==> src/rtl/pfenc_pkg.sv <==
`timescale 1ns / 1ps
// ----------------------------------------------------------------------------
// Playfair encryptor package
// Shared types, constants and letter-coding helpers for the Playfair block.
// ----------------------------------------------------------------------------
package pfenc_pkg;

   localparam int GRID_SIDE = 5;
   localparam int CELLS     = GRID_SIDE * GRID_SIDE;
   localparam int CODE_W    = $clog2(CELLS);
   localparam int FILL_W    = $clog2(CELLS + 1);
   localparam int RC_W      = $clog2(GRID_SIDE);

   // Letters are coded 0..24 for A..I, K..Z.
   typedef logic [CODE_W-1:0] code_type;
   typedef logic [FILL_W-1:0] fill_type;
   typedef logic [RC_W-1:0]   rc_type;
   typedef logic [CELLS-1:0]  used_type;

   localparam code_type LETTER_X  = code_type'(22);
   localparam code_type LAST_CELL = code_type'(CELLS - 1);
   localparam code_type CODE_J_GAP = code_type'(9);
   localparam used_type ALL_USED  = '1;

   localparam logic FUNC_KEY = 1'b0;
   localparam logic FUNC_MSG = 1'b1;

   localparam logic [7:0] CHAR_UPPER_A = 8'h41;
   localparam logic [7:0] CHAR_UPPER_Z = 8'h5A;
   localparam logic [7:0] CHAR_LOWER_A = 8'h61;
   localparam logic [7:0] CHAR_LOWER_Z = 8'h7A;
   localparam logic [7:0] CHAR_UPPER_I = 8'h49;
   localparam logic [7:0] CHAR_UPPER_J = 8'h4A;
   localparam logic [7:0] CASE_OFFSET  = 8'h20;

   localparam int QUEUE_DEPTH = 2;
   localparam int QPTR_W      = $clog2(QUEUE_DEPTH);
   localparam int QCNT_W      = $clog2(QUEUE_DEPTH + 1);
   typedef logic [QPTR_W-1:0] qptr_type;
   typedef logic [QCNT_W-1:0] qcnt_type;

   // One classified input beat as it waits in the queue.
   typedef struct packed {
      logic     func;
      logic     is_letter;
      code_type code;
      logic     last;
   } item_type;

   function automatic item_type classify(logic func, logic [7:0] ch, logic last);
      logic [7:0] up;
      logic [7:0] diff;
      code_type   c;
      item_type   it;
      up = ch;
      if (ch >= CHAR_LOWER_A && ch <= CHAR_LOWER_Z) begin
         up = ch - CASE_OFFSET;
      end
      it.func      = func;
      it.last      = last;
      it.is_letter = (up >= CHAR_UPPER_A) && (up <= CHAR_UPPER_Z);
      if (up == CHAR_UPPER_J) begin
         up = CHAR_UPPER_I;
      end
      diff = up - CHAR_UPPER_A;
      c    = diff[CODE_W-1:0];
      if (c > CODE_J_GAP) begin
         c = c - code_type'(1);
      end
      it.code = c;
      return it;
   endfunction

   function automatic logic [6:0] ascii_of(code_type c);
      logic [6:0] a;
      a = CHAR_UPPER_A[6:0] + 7'(c);
      if (c >= CODE_J_GAP) begin
         a = a + 7'd1;
      end
      return a;
   endfunction

   function automatic rc_type row_of(code_type p);
      rc_type r;
      r = '0;
      for (int k = 1; k < GRID_SIDE; k++) begin
         if (p >= code_type'(k * GRID_SIDE)) begin
            r = rc_type'(k);
         end
      end
      return r;
   endfunction

   function automatic code_type cell_of(rc_type r, rc_type c);
      return code_type'(r) * code_type'(GRID_SIDE) + code_type'(c);
   endfunction

   function automatic rc_type col_of(code_type p);
      code_type base;
      base = cell_of(row_of(p), rc_type'(0));
      return rc_type'(p - base);
   endfunction

   function automatic rc_type wrap_inc(rc_type v);
      return (v == rc_type'(GRID_SIDE - 1)) ? rc_type'(0) : v + rc_type'(1);
   endfunction

endpackage

==> src/rtl/pfenc_if.sv <==
`timescale 1ns / 1ps
// ----------------------------------------------------------------------------
// Playfair encryptor channels
// Valid/ready channels for the character input and the cipher letter output.
// ----------------------------------------------------------------------------
interface pfenc_req_if;
   logic       valid;
   logic       ready;
   logic       func;
   logic [7:0] char_in;
   logic       last_in;

   modport source (output valid, func, char_in, last_in, input ready);
   modport sink   (input valid, func, char_in, last_in, output ready);
endinterface

interface pfenc_rsp_if;
   logic       valid;
   logic       ready;
   logic [6:0] cipher_char;
   logic       last_out;

   modport source (output valid, cipher_char, last_out, input ready);
   modport sink   (input valid, cipher_char, last_out, output ready);
endinterface

==> src/rtl/pfenc_front.sv <==
`timescale 1ns / 1ps
// ----------------------------------------------------------------------------
// Playfair encryptor front end
// Accepts input beats, classifies each character and queues it for the engine.
// ----------------------------------------------------------------------------
module pfenc_front (
   input  logic               clock,
   input  logic               reset,
   pfenc_req_if.sink          req_ch,
   output pfenc_pkg::item_type head_item,
   output logic               head_valid,
   input  logic               head_pop
);
   import pfenc_pkg::*;

   item_type q_ff [QUEUE_DEPTH];
   qptr_type wr_ptr_ff, wr_ptr_in;
   qptr_type rd_ptr_ff, rd_ptr_in;
   qcnt_type cnt_ff, cnt_in;
   logic     push, pop;

   assign req_ch.ready = (cnt_ff != qcnt_type'(QUEUE_DEPTH));
   assign head_valid   = (cnt_ff != '0);
   assign head_item    = q_ff[rd_ptr_ff];
   assign push         = req_ch.valid && req_ch.ready;
   assign pop          = head_pop && head_valid;

   always_comb begin
      wr_ptr_in = wr_ptr_ff;
      rd_ptr_in = rd_ptr_ff;
      cnt_in    = cnt_ff;
      if (push) begin
         wr_ptr_in = (wr_ptr_ff == qptr_type'(QUEUE_DEPTH - 1)) ? '0 : wr_ptr_ff + qptr_type'(1);
      end
      if (pop) begin
         rd_ptr_in = (rd_ptr_ff == qptr_type'(QUEUE_DEPTH - 1)) ? '0 : rd_ptr_ff + qptr_type'(1);
      end
      if (push && !pop) begin
         cnt_in = cnt_ff + qcnt_type'(1);
      end else if (pop && !push) begin
         cnt_in = cnt_ff - qcnt_type'(1);
      end
   end

   always_ff @(posedge clock) begin
      if (reset) begin
         wr_ptr_ff <= '0;
         rd_ptr_ff <= '0;
         cnt_ff    <= '0;
      end else begin
         wr_ptr_ff <= wr_ptr_in;
         rd_ptr_ff <= rd_ptr_in;
         cnt_ff    <= cnt_in;
      end
   end

   always_ff @(posedge clock) begin
      if (push) begin
         q_ff[wr_ptr_ff] <= classify(req_ch.func, req_ch.char_in, req_ch.last_in);
      end
   end

endmodule

==> src/rtl/pfenc_back.sv <==
`timescale 1ns / 1ps
// ----------------------------------------------------------------------------
// Playfair encryptor engine
// Builds the key square and encrypts queued message letters pair by pair.
// ----------------------------------------------------------------------------
module pfenc_back (
   input  logic                clock,
   input  logic                reset,
   input  pfenc_pkg::item_type head_item,
   input  logic                head_valid,
   output logic                head_pop,
   pfenc_rsp_if.source         rsp_ch
);
   import pfenc_pkg::*;

   typedef enum logic [5:0] {
      ST_IDLE  = 6'b000001,
      ST_CLOSE = 6'b000010,
      ST_FEED  = 6'b000100,
      ST_POS   = 6'b001000,
      ST_EMIT0 = 6'b010000,
      ST_EMIT1 = 6'b100000
   } state_type;

   // Feed slots of one message item: inserted X, the letter, the closing pad.
   typedef enum logic [3:0] {
      STG_DUP    = 4'b0001,
      STG_LETTER = 4'b0010,
      STG_PAD    = 4'b0100,
      STG_END    = 4'b1000
   } stage_type;

   state_type state_ff, state_in;
   stage_type stage_ff, stage_in;
   used_type  used_ff, used_in;
   fill_type  fill_ff, fill_in;
   logic      key_open_ff, key_open_in;
   logic      loaded_ff, loaded_in;
   logic      prev_valid_ff, prev_valid_in;
   code_type  prev_ff, prev_in;
   logic      pend_valid_ff, pend_valid_in;
   code_type  pend_ff, pend_in;
   code_type  close_idx_ff, close_idx_in;
   logic      final_ff, final_in;
   logic      out_valid_ff, out_valid_in;
   logic [6:0] out_char_ff, out_char_in;
   logic      out_last_ff, out_last_in;

   // Square storage: cell to letter, and letter to cell.
   code_type  sq_mem  [CELLS];
   code_type  pos_mem [CELLS];
   code_type  sq_rd_ff [2];
   code_type  sq_ra_ff [2];
   code_type  pos_rd_ff [2];
   code_type  pos_ra_ff [2];
   code_type  sq_val [2];
   code_type  pos_val [2];

   logic      head_key, key_start, place_req, place_new, mem_we;
   code_type  place_code;
   used_type  used_eff, used_place;
   fill_type  fill_eff, fill_place;
   logic      feed_en, feed_fin;
   code_type  feed_code;
   logic      pos_re, sq_re;
   code_type  sq_ra [2];
   rc_type    r1, c1, r2, c2;
   logic      out_free;

   assign head_key  = (head_item.func == FUNC_KEY);
   assign key_start = (state_ff == ST_IDLE) && head_valid && head_key && !key_open_ff;
   assign place_req = ((state_ff == ST_IDLE) && head_valid && head_key && head_item.is_letter)
                      || (state_ff == ST_CLOSE);
   assign place_code = (state_ff == ST_CLOSE) ? close_idx_ff : head_item.code;

   // A new key starts from an empty square in the same cycle as its first character.
   assign used_eff = key_start ? '0 : used_ff;
   assign fill_eff = key_start ? '0 : fill_ff;

   always_comb begin
      place_new  = place_req && !used_eff[place_code];
      mem_we     = place_new && (fill_eff < fill_type'(CELLS));
      used_place = used_eff;
      fill_place = fill_eff;
      if (place_req) begin
         used_place = used_eff | (used_type'(1) << place_code);
      end
      if (mem_we) begin
         fill_place = fill_eff + fill_type'(1);
      end
   end

   always_comb begin
      feed_en   = 1'b0;
      feed_code = LETTER_X;
      feed_fin  = 1'b0;
      unique case (stage_ff)
         STG_DUP: begin
            feed_en = head_item.is_letter && prev_valid_ff && (prev_ff == head_item.code);
         end
         STG_LETTER: begin
            feed_en   = head_item.is_letter;
            feed_code = head_item.code;
            feed_fin  = head_item.last;
         end
         STG_PAD: begin
            feed_en  = head_item.last && pend_valid_ff;
            feed_fin = 1'b1;
         end
         default: begin
            feed_en = 1'b0;
         end
      endcase
   end

   // Until the first key arrives the square is the plain alphabet.
   always_comb begin
      for (int k = 0; k < 2; k++) begin
         sq_val[k]  = loaded_ff ? sq_rd_ff[k]  : sq_ra_ff[k];
         pos_val[k] = loaded_ff ? pos_rd_ff[k] : pos_ra_ff[k];
      end
   end

   always_comb begin
      r1 = row_of(pos_val[0]);
      c1 = col_of(pos_val[0]);
      r2 = row_of(pos_val[1]);
      c2 = col_of(pos_val[1]);
      if (r1 == r2) begin
         sq_ra[0] = cell_of(r1, wrap_inc(c1));
         sq_ra[1] = cell_of(r2, wrap_inc(c2));
      end else if (c1 == c2) begin
         sq_ra[0] = cell_of(wrap_inc(r1), c1);
         sq_ra[1] = cell_of(wrap_inc(r2), c2);
      end else begin
         sq_ra[0] = cell_of(r1, c2);
         sq_ra[1] = cell_of(r2, c1);
      end
   end

   assign out_free = !out_valid_ff || rsp_ch.ready;

   always_comb begin
      state_in      = state_ff;
      stage_in      = stage_ff;
      used_in       = used_ff;
      fill_in       = fill_ff;
      key_open_in   = key_open_ff;
      loaded_in     = loaded_ff;
      prev_valid_in = prev_valid_ff;
      prev_in       = prev_ff;
      pend_valid_in = pend_valid_ff;
      pend_in       = pend_ff;
      close_idx_in  = close_idx_ff;
      final_in      = final_ff;
      head_pop      = 1'b0;
      pos_re        = 1'b0;
      sq_re         = 1'b0;
      out_valid_in  = out_valid_ff && !rsp_ch.ready;
      out_char_in   = out_char_ff;
      out_last_in   = out_last_ff;

      unique case (state_ff)
         ST_IDLE: begin
            if (head_valid) begin
               if (head_key) begin
                  if (key_start) begin
                     key_open_in   = 1'b1;
                     loaded_in     = 1'b1;
                     prev_valid_in = 1'b0;
                     pend_valid_in = 1'b0;
                  end
                  used_in = used_place;
                  fill_in = fill_place;
                  if (head_item.last) begin
                     close_idx_in = '0;
                     state_in     = ST_CLOSE;
                  end else begin
                     head_pop = 1'b1;
                  end
               end else if (key_open_ff) begin
                  close_idx_in = '0;
                  state_in     = ST_CLOSE;
               end else begin
                  stage_in = STG_DUP;
                  state_in = ST_FEED;
               end
            end
         end
         ST_CLOSE: begin
            // Walk the alphabet once, placing every letter not yet in the square.
            used_in = used_place;
            fill_in = fill_place;
            if (close_idx_ff == LAST_CELL) begin
               key_open_in = 1'b0;
               if (head_key) begin
                  head_pop = 1'b1;
                  state_in = ST_IDLE;
               end else begin
                  stage_in = STG_DUP;
                  state_in = ST_FEED;
               end
            end else begin
               close_idx_in = close_idx_ff + code_type'(1);
            end
         end
         ST_FEED: begin
            if (stage_ff == STG_END) begin
               if (head_item.is_letter) begin
                  prev_valid_in = 1'b1;
                  prev_in       = head_item.code;
               end
               if (head_item.last) begin
                  prev_valid_in = 1'b0;
                  pend_valid_in = 1'b0;
               end
               head_pop = 1'b1;
               state_in = ST_IDLE;
            end else if (feed_en && pend_valid_ff) begin
               pos_re        = 1'b1;
               pend_valid_in = 1'b0;
               final_in      = feed_fin;
               state_in      = ST_POS;
            end else begin
               if (feed_en) begin
                  pend_valid_in = 1'b1;
                  pend_in       = feed_code;
               end
               stage_in = stage_type'(stage_ff << 1);
            end
         end
         ST_POS: begin
            sq_re    = 1'b1;
            state_in = ST_EMIT0;
         end
         ST_EMIT0: begin
            if (out_free) begin
               out_valid_in = 1'b1;
               out_char_in  = ascii_of(sq_val[0]);
               out_last_in  = 1'b0;
               state_in     = ST_EMIT1;
            end
         end
         ST_EMIT1: begin
            if (out_free) begin
               out_valid_in = 1'b1;
               out_char_in  = ascii_of(sq_val[1]);
               out_last_in  = final_ff;
               stage_in     = stage_type'(stage_ff << 1);
               state_in     = ST_FEED;
            end
         end
         default: begin
            state_in = ST_IDLE;
         end
      endcase
   end

   always_ff @(posedge clock) begin
      if (reset) begin
         state_ff      <= ST_IDLE;
         stage_ff      <= STG_DUP;
         used_ff       <= ALL_USED;
         fill_ff       <= '0;
         key_open_ff   <= 1'b0;
         loaded_ff     <= 1'b0;
         prev_valid_ff <= 1'b0;
         pend_valid_ff <= 1'b0;
         close_idx_ff  <= '0;
         final_ff      <= 1'b0;
         out_valid_ff  <= 1'b0;
      end else begin
         state_ff      <= state_in;
         stage_ff      <= stage_in;
         used_ff       <= used_in;
         fill_ff       <= fill_in;
         key_open_ff   <= key_open_in;
         loaded_ff     <= loaded_in;
         prev_valid_ff <= prev_valid_in;
         pend_valid_ff <= pend_valid_in;
         close_idx_ff  <= close_idx_in;
         final_ff      <= final_in;
         out_valid_ff  <= out_valid_in;
      end
   end

   always_ff @(posedge clock) begin
      prev_ff     <= prev_in;
      pend_ff     <= pend_in;
      out_char_ff <= out_char_in;
      out_last_ff <= out_last_in;
   end

   always_ff @(posedge clock) begin
      if (mem_we) begin
         sq_mem[fill_eff[CODE_W-1:0]] <= place_code;
      end
      if (sq_re) begin
         for (int k = 0; k < 2; k++) begin
            sq_rd_ff[k] <= sq_mem[sq_ra[k]];
            sq_ra_ff[k] <= sq_ra[k];
         end
      end
   end

   always_ff @(posedge clock) begin
      if (mem_we) begin
         pos_mem[place_code] <= fill_eff[CODE_W-1:0];
      end
      if (pos_re) begin
         pos_rd_ff[0] <= pos_mem[pend_ff];
         pos_ra_ff[0] <= pend_ff;
         pos_rd_ff[1] <= pos_mem[feed_code];
         pos_ra_ff[1] <= feed_code;
      end
   end

   assign rsp_ch.valid       = out_valid_ff;
   assign rsp_ch.cipher_char = out_char_ff;
   assign rsp_ch.last_out    = out_last_ff;

`ifndef ASSERT_OFF
   a_cipher_letter : assert property (@(posedge clock) disable iff (reset)
      out_valid_ff |-> (out_char_ff >= CHAR_UPPER_A[6:0]) && (out_char_ff <= CHAR_UPPER_Z[6:0])
                       && (out_char_ff != CHAR_UPPER_J[6:0]))
      else $error("cipher beat is not a square letter");

   a_fill_bound : assert property (@(posedge clock) disable iff (reset)
      fill_ff <= fill_type'(CELLS))
      else $error("square fill count overran the grid");

   a_close_complete : assert property (@(posedge clock) disable iff (reset)
      (state_ff == ST_CLOSE) && (close_idx_ff == LAST_CELL)
      |=> (used_ff == ALL_USED) && (fill_ff == fill_type'(CELLS)) && !key_open_ff)
      else $error("key completion left the square partly filled");

   a_pair_consumed : assert property (@(posedge clock) disable iff (reset)
      (state_ff == ST_POS) |-> !pend_valid_ff)
      else $error("pending letter kept after forming a pair");
`endif

endmodule

==> src/rtl/playfair_encryptor.sv <==
`timescale 1ns / 1ps
// ----------------------------------------------------------------------------
// Playfair encryptor
// Streams key and message characters and returns Playfair cipher letters.
// ----------------------------------------------------------------------------
// Key characters (func 0) build the 5x5 square and message characters (func 1)
// come back as cipher letters, one letter per result beat, with last_out on
// the final letter of a message. A two-beat input queue lets the front end
// keep taking characters while the engine works or a result beat waits. The
// final key character, or the first message character after an unfinished
// key, adds a walk over the alphabet that fills the rest of the square. Each
// pair a message character completes takes two registered square reads, then
// two result beats, which wait while the result side stalls. The square
// memories are ready at reset and need no clearing.
module playfair_encryptor (
   input  logic        clock,
   input  logic        reset,
   pfenc_req_if.sink   req_ch,
   pfenc_rsp_if.source rsp_ch
);
   import pfenc_pkg::*;

   item_type head_item;
   logic     head_valid;
   logic     head_pop;

   pfenc_front u_front (
      .clock      (clock),
      .reset      (reset),
      .req_ch     (req_ch),
      .head_item  (head_item),
      .head_valid (head_valid),
      .head_pop   (head_pop)
   );

   pfenc_back u_back (
      .clock      (clock),
      .reset      (reset),
      .head_item  (head_item),
      .head_valid (head_valid),
      .head_pop   (head_pop),
      .rsp_ch     (rsp_ch)
   );

endmodule

==> src/flat_wrapper.sv <==
// flat-port wrapper written by rule: the top's interface ports become plain ports
module playfair_encryptor_flat import pfenc_pkg::*;
  (clock, reset, req_ch_valid, req_ch_func, req_ch_char_in, req_ch_last_in, req_ch_ready, rsp_ch_valid, rsp_ch_cipher_char, rsp_ch_last_out, rsp_ch_ready);
  pfenc_req_if req_ch_i ();
  pfenc_rsp_if rsp_ch_i ();
  input  logic clock;
  input  logic reset;
  input wire logic [$bits(req_ch_i.valid)-1:0] req_ch_valid;
  input wire logic [$bits(req_ch_i.func)-1:0] req_ch_func;
  input wire logic [$bits(req_ch_i.char_in)-1:0] req_ch_char_in;
  input wire logic [$bits(req_ch_i.last_in)-1:0] req_ch_last_in;
  output wire logic [$bits(req_ch_i.ready)-1:0] req_ch_ready;
  output wire logic [$bits(rsp_ch_i.valid)-1:0] rsp_ch_valid;
  output wire logic [$bits(rsp_ch_i.cipher_char)-1:0] rsp_ch_cipher_char;
  output wire logic [$bits(rsp_ch_i.last_out)-1:0] rsp_ch_last_out;
  input wire logic [$bits(rsp_ch_i.ready)-1:0] rsp_ch_ready;
  assign req_ch_i.valid = req_ch_valid;
  assign req_ch_i.func = req_ch_func;
  assign req_ch_i.char_in = req_ch_char_in;
  assign req_ch_i.last_in = req_ch_last_in;
  assign req_ch_ready = req_ch_i.ready;
  assign rsp_ch_valid = rsp_ch_i.valid;
  assign rsp_ch_cipher_char = rsp_ch_i.cipher_char;
  assign rsp_ch_last_out = rsp_ch_i.last_out;
  assign rsp_ch_i.ready = rsp_ch_ready;
  playfair_encryptor u_core (.clock(clock), .reset(reset), .req_ch(req_ch_i), .rsp_ch(rsp_ch_i));
endmodule
==> config.mk <==
export PLATFORM = sky130hd
export DESIGN_NAME = playfair_encryptor_flat
export DESIGN_NICKNAME = d
export VERILOG_FILES = /design/src/rtl/pfenc_pkg.sv /design/src/rtl/pfenc_if.sv /design/src/rtl/pfenc_front.sv /design/src/rtl/pfenc_back.sv /design/src/rtl/playfair_encryptor.sv /design/src/flat_wrapper.sv
export SDC_FILE = /design/constraint.sdc
export NUM_CORES = 1
export LEC_CHECK = 0
export ABC_CLOCK_PERIOD_IN_PS = 6300
export BUFFER_PORTS_ARGS = -buffer_cell sky130_fd_sc_hd__buf_2
export CORE_ASPECT_RATIO = 0.8
export CORE_MARGIN = 2
export CORE_UTILIZATION = 60
export CTS_BUF_LIST = sky130_fd_sc_hd__clkbuf_16
export DETAILED_ROUTE_END_ITERATION = 7
export PLACE_DENSITY = 0.83
export SLEW_MARGIN = 20
export SYNTH_ARGS = -nofsm -noshare
export SYNTH_HDL_FRONTEND = slang
export SYNTH_SLANG_ARGS = --single-unit
==> constraint.sdc <==
create_clock -name clock -period 6.3 [get_ports clock]
set_clock_uncertainty 0.2 [all_clocks]
set_input_delay 0.945 -clock clock [delete_from_list [all_inputs] [get_ports clock]]
set_output_delay 0.945 -clock clock [all_outputs]
set_load 0.05 [all_outputs]
==> run_results.csv <==
group,metric,value,unit
status,status,"complete, no violations",
synthesis,synth-compound-area-share,12.7,%
finish,n_antenna_cell,0,
synthesis,syn-cell-area,20200,sq um
place,io_buffer_count,23,
clock_network,clock_latency,0.55,ns
grt,grt.overflow.total,0,
timing,slew_headroom,31.0,%
clock_network,cts_tree,"built",
finish,areaGrowthSynthToFinish,8.86,%
place,placed_cells,2095,
grt,grt.total_usage,30.1,%
clock_network,cts_htree_levels,2,
setup_path,path_class,"reg2reg",
synthesis,ys_seq_elements,385,
timing,tightest_slew,1.03,ns
synthesis,synth_nets,1778,
finish,instances_no_fill,2164,
min_path,hp-class,"reg2reg",
synthesis,ys_seq_area_share,54.2,%
place,place_ws,0.0433,ns
die,initial_core_util,60.5,%
timing,finalHoldViolCount,0,
clock_network,clock_path_buffers,3,
timing,final_max_slew_viol_count,0,
setup_path,endpoint_kind,"register",
synthesis,synthAdderAreaFrac,4.42,%
clock_network,numClockSinks,385,
clock_network,path_clk_slew,0.06,ns
setup_path,ff2ff_setup_slack,0.32,ns
timing,setup_viol,0,
setup_path,critPathLaunchType,"register",
synthesis,synth_xor_area_share,1.86,%
synthesis,synth_simple_gate_area_share,10.8,%
die,core_area,33400,sq um
timing,min_period,5.98,ns
setup_path,path_depth,23,
setup_path,cpMaxStageDelayCell,"a2111oi_0",
clock_network,cts_made_buffers,38,
synthesis,synth_top_family_by_area,"compound AO/OA/AOI/OAI gates",
routing,drc,0,
grt,grt_pass1_vias,14300,
setup_path,cpPeakStageDelay,0.49,ns
finish,fin_nets,1780,
synthesis,synthArstFlopShare,0,%
die,die_w,209,um
setup_path,reg2reg_to,"u_core.u_back.sq_rd_ff[0][3]",
die,dieArea,35200,sq um
finish,post-route-util,65.8,%
routing,ant_nets,0,
setup_path,critPathRequiredTime,6.49,ns
synthesis,syn_avg_cell_area,11.9,sq um
run,drv_cap,0,
setup_path,timing.rr.start,"u_core.u_back.loaded_ff",
synthesis,ys.flop_type,"edfxtp_1",
finish,mostFrequentLayoutCell,"edfxtp_1",
setup_path,critPathMaxFanout,9,
power_and_ir_drop,power,10.9,mW
timing,fmax,167,MHz
place,post_dp_cell_area,20700,sq um
synthesis,synth.mux.area_fraction,12.5,%
clock_network,cts_setup_buffers,0,
min_path,hp-start,"u_core.u_back.pend_ff[4]",
finish,fin_area,22000,sq um
min_path,holdPathEnd,"u_core.u_back.pos_ra_ff[0][4]",
timing,finalCritPeriodShare,94.9,%
die,chipHeight,168,um
setup_path,worstPathArrival,6.17,ns
power_and_ir_drop,power-per-cell-area,496,nW/um^2
routing,vias_per_cell,6.88,
routing,wl,52400,um
routing,vias,14900,
routing,dr.first_iter.drc_count,2280,
grt,antenna_found_initial,1,
power_and_ir_drop,ir_worst_vdd,0.345,mV
place,finalWeightedCongestion,0.958,
min_path,hold_depth,0,
place,dp_hpwl,35600,um
grt,grt_pass1_wl,81700,um
setup_path,path_cells,"mux2_2 > maj3_1 > o21ai_1 > inv_1 > nor2_1 > ha_1 > inv_1 > fa_1 > inv_1 > nor3_1 > a311o_1 > nor2_2 > ha_1 > ha_1 > a21o_1 > a21oi_1 > nand2_1 > a211o_1 > o21a_1 > o21bai_1 > a2111oi_0 > a221oi_1 > o211ai_1",
die,rows,60,
finish,layout_common_cells,"324 x edfxtp_1, 189 x nand2_1, 126 x nor2_1, 94 x a21oi_1, 88 x mux2i_1",
routing,wl_per_cell,24.2,um
grt,grt_max_degree,54,
timing,worst_hold_slack,0.254,ns
synthesis,synth_edf_count,324,
timing,setup_tns,0,ns
synthesis,synthCells,1699,
power_and_ir_drop,p_leak,7.99,nW
timing,setup_ws,0.319,ns
timing,rsz0062_at_grt,"no",
synthesis,yosys_warnings,0,
routing,drtPass1Iterations,6,
synthesis,synth_cell_types,81,
finish,drive_gt1_share,13.2,%
setup_path,crit_buf_inv,3,
setup_path,rr_worst_depth,23,
die,io_pins,24,
setup_path,path_delay_family,"compound AO/OA/AOI/OAI gates",
clock_network,cts-root-buf,"clkbuf_16",
==> cell usage after synthesis (45+ instances only) <==
| cell type | count | area, sq um |
|---|---|---|
| mux2i_1 | 92 | 921 |
| clkbuf_1 | 52 | 195 |
| nand3_1 | 54 | 270 |
| edfxtp_1 | 324 | 9730 |
| inv_1 | 66 | 248 |
| nand2_1 | 189 | 709 |
| mux4_2 | 48 | 1080 |
| ha_1 | 57 | 713 |
| nor2_1 | 130 | 488 |
| o21ai_0 | 45 | 225 |
| dfxtp_1 | 61 | 1220 |
| a21oi_1 | 94 | 470 |
==> report_power, final <==
| part | internal (mW) | switching, mW |
|---|---|---|
| clock | 1.29 | 0.960 |
| combinational | 2.03 | 3.52 |
| sequential | 3.03 | 0.0751 |
==> how the worst max path moves through the flow <==
stage | slack (ns) | startpoint | end
final | 0.32 | u_core.u_back.loaded_ff | u_core.u_back.sq_rd_ff[0][3]
after global routing | 0.05 | u_core.u_back.loaded_ff | u_core.u_back.sq_rd_ff[0][3]
after CTS | 0.1 | u_core.u_back.loaded_ff | u_core.u_back.sq_rd_ff[0][7]
after detailed placement | 0.04 | u_core.u_back.loaded_ff | u_core.u_back.sq_rd_ff[0][2]
after global placement | 0.26 | u_core.u_back.loaded_ff | u_core.u_back.sq_rd_ff[0][1]
after floorplan | 0.50 | u_core.u_back.loaded_ff | u_core.u_back.sq_rd_ff[0][3]
==> layout make-up <==
| cell class | count | area, sq um |
|---|---|---|
| Tap cell | 434 | 543 |
| Sequential cell | 385 | 11000 |
| Clock inverter | 30 | 240 |
| Clock buffer | 39 | 976 |
| Timing Repair Buffer | 54 | 355 |
| Inverter | 74 | 285 |
| Multi-Input combinational cell | 1148 | 8640 |
| Fill cell | 2343 | 11400 |
==> repair_timing <==
item / CTS / global route
hold buffers: 0 / 0
resized for setup: 1 / 12
gates cloned: 0 / 0
endpoints found under the setup margin: 1 / 10
==> worst register-to-register path, cell delays in order (launching register included) <==
cell and delay [ns]:
dfxtp_2 0.44, mux2_2 0.43, maj3_1 0.35, o21ai_1 0.17
inv_1 0.08, nor2_1 0.18, ha_1 0.20, inv_1 0.05
fa_1 0.39, inv_1 0.10, nor3_1 0.06, a311o_1 0.38
nor2_2 0.22, ha_1 0.29, ha_1 0.29, a21o_1 0.17
a21oi_1 0.19, nand2_1 0.09, a211o_1 0.27, o21a_1 0.24
o21bai_1 0.35, a2111oi_0 0.49, a221oi_1 0.10, o211ai_1 0.12
==> cells by family (layout without fill, tap and decap cells) <==
logic type,Yosys count,count (layout)
compound gates,369,369
mux,186,186
buf+inv,166,197
fa+ha+maj,67,67
simple gates,483,483
flops,385,385
xor+xnor,42,42
other cells,1,1
==> registers in the layout, summed over array words and instances (netlist names), 10 cells and up, named ones only <==
name	count
u_core.u_back.pos_mem	125
u_core.u_back.pos_ra_ff	10
u_core.u_back.pos_rd_ff	10
u_core.u_back.sq_mem	125
u_core.u_back.sq_ra_ff	10
u_core.u_back.sq_rd_ff	10
u_core.u_back.used_ff	25
u_core.u_front.q_ff	16
==> layer usage <==
metal | share of wire, % | vias to the layer above | track usage, %
met5 | 0.029 | - | 0
met4 | 2.7 | 2 | 10.1
met3 | 13 | 135 | 7.98
met1 | 41 | 7218 | 43.5
li1 | - | 6505 | -
met2 | 44 | 1020 | 44.5
(Power assumes the default switching activity.)
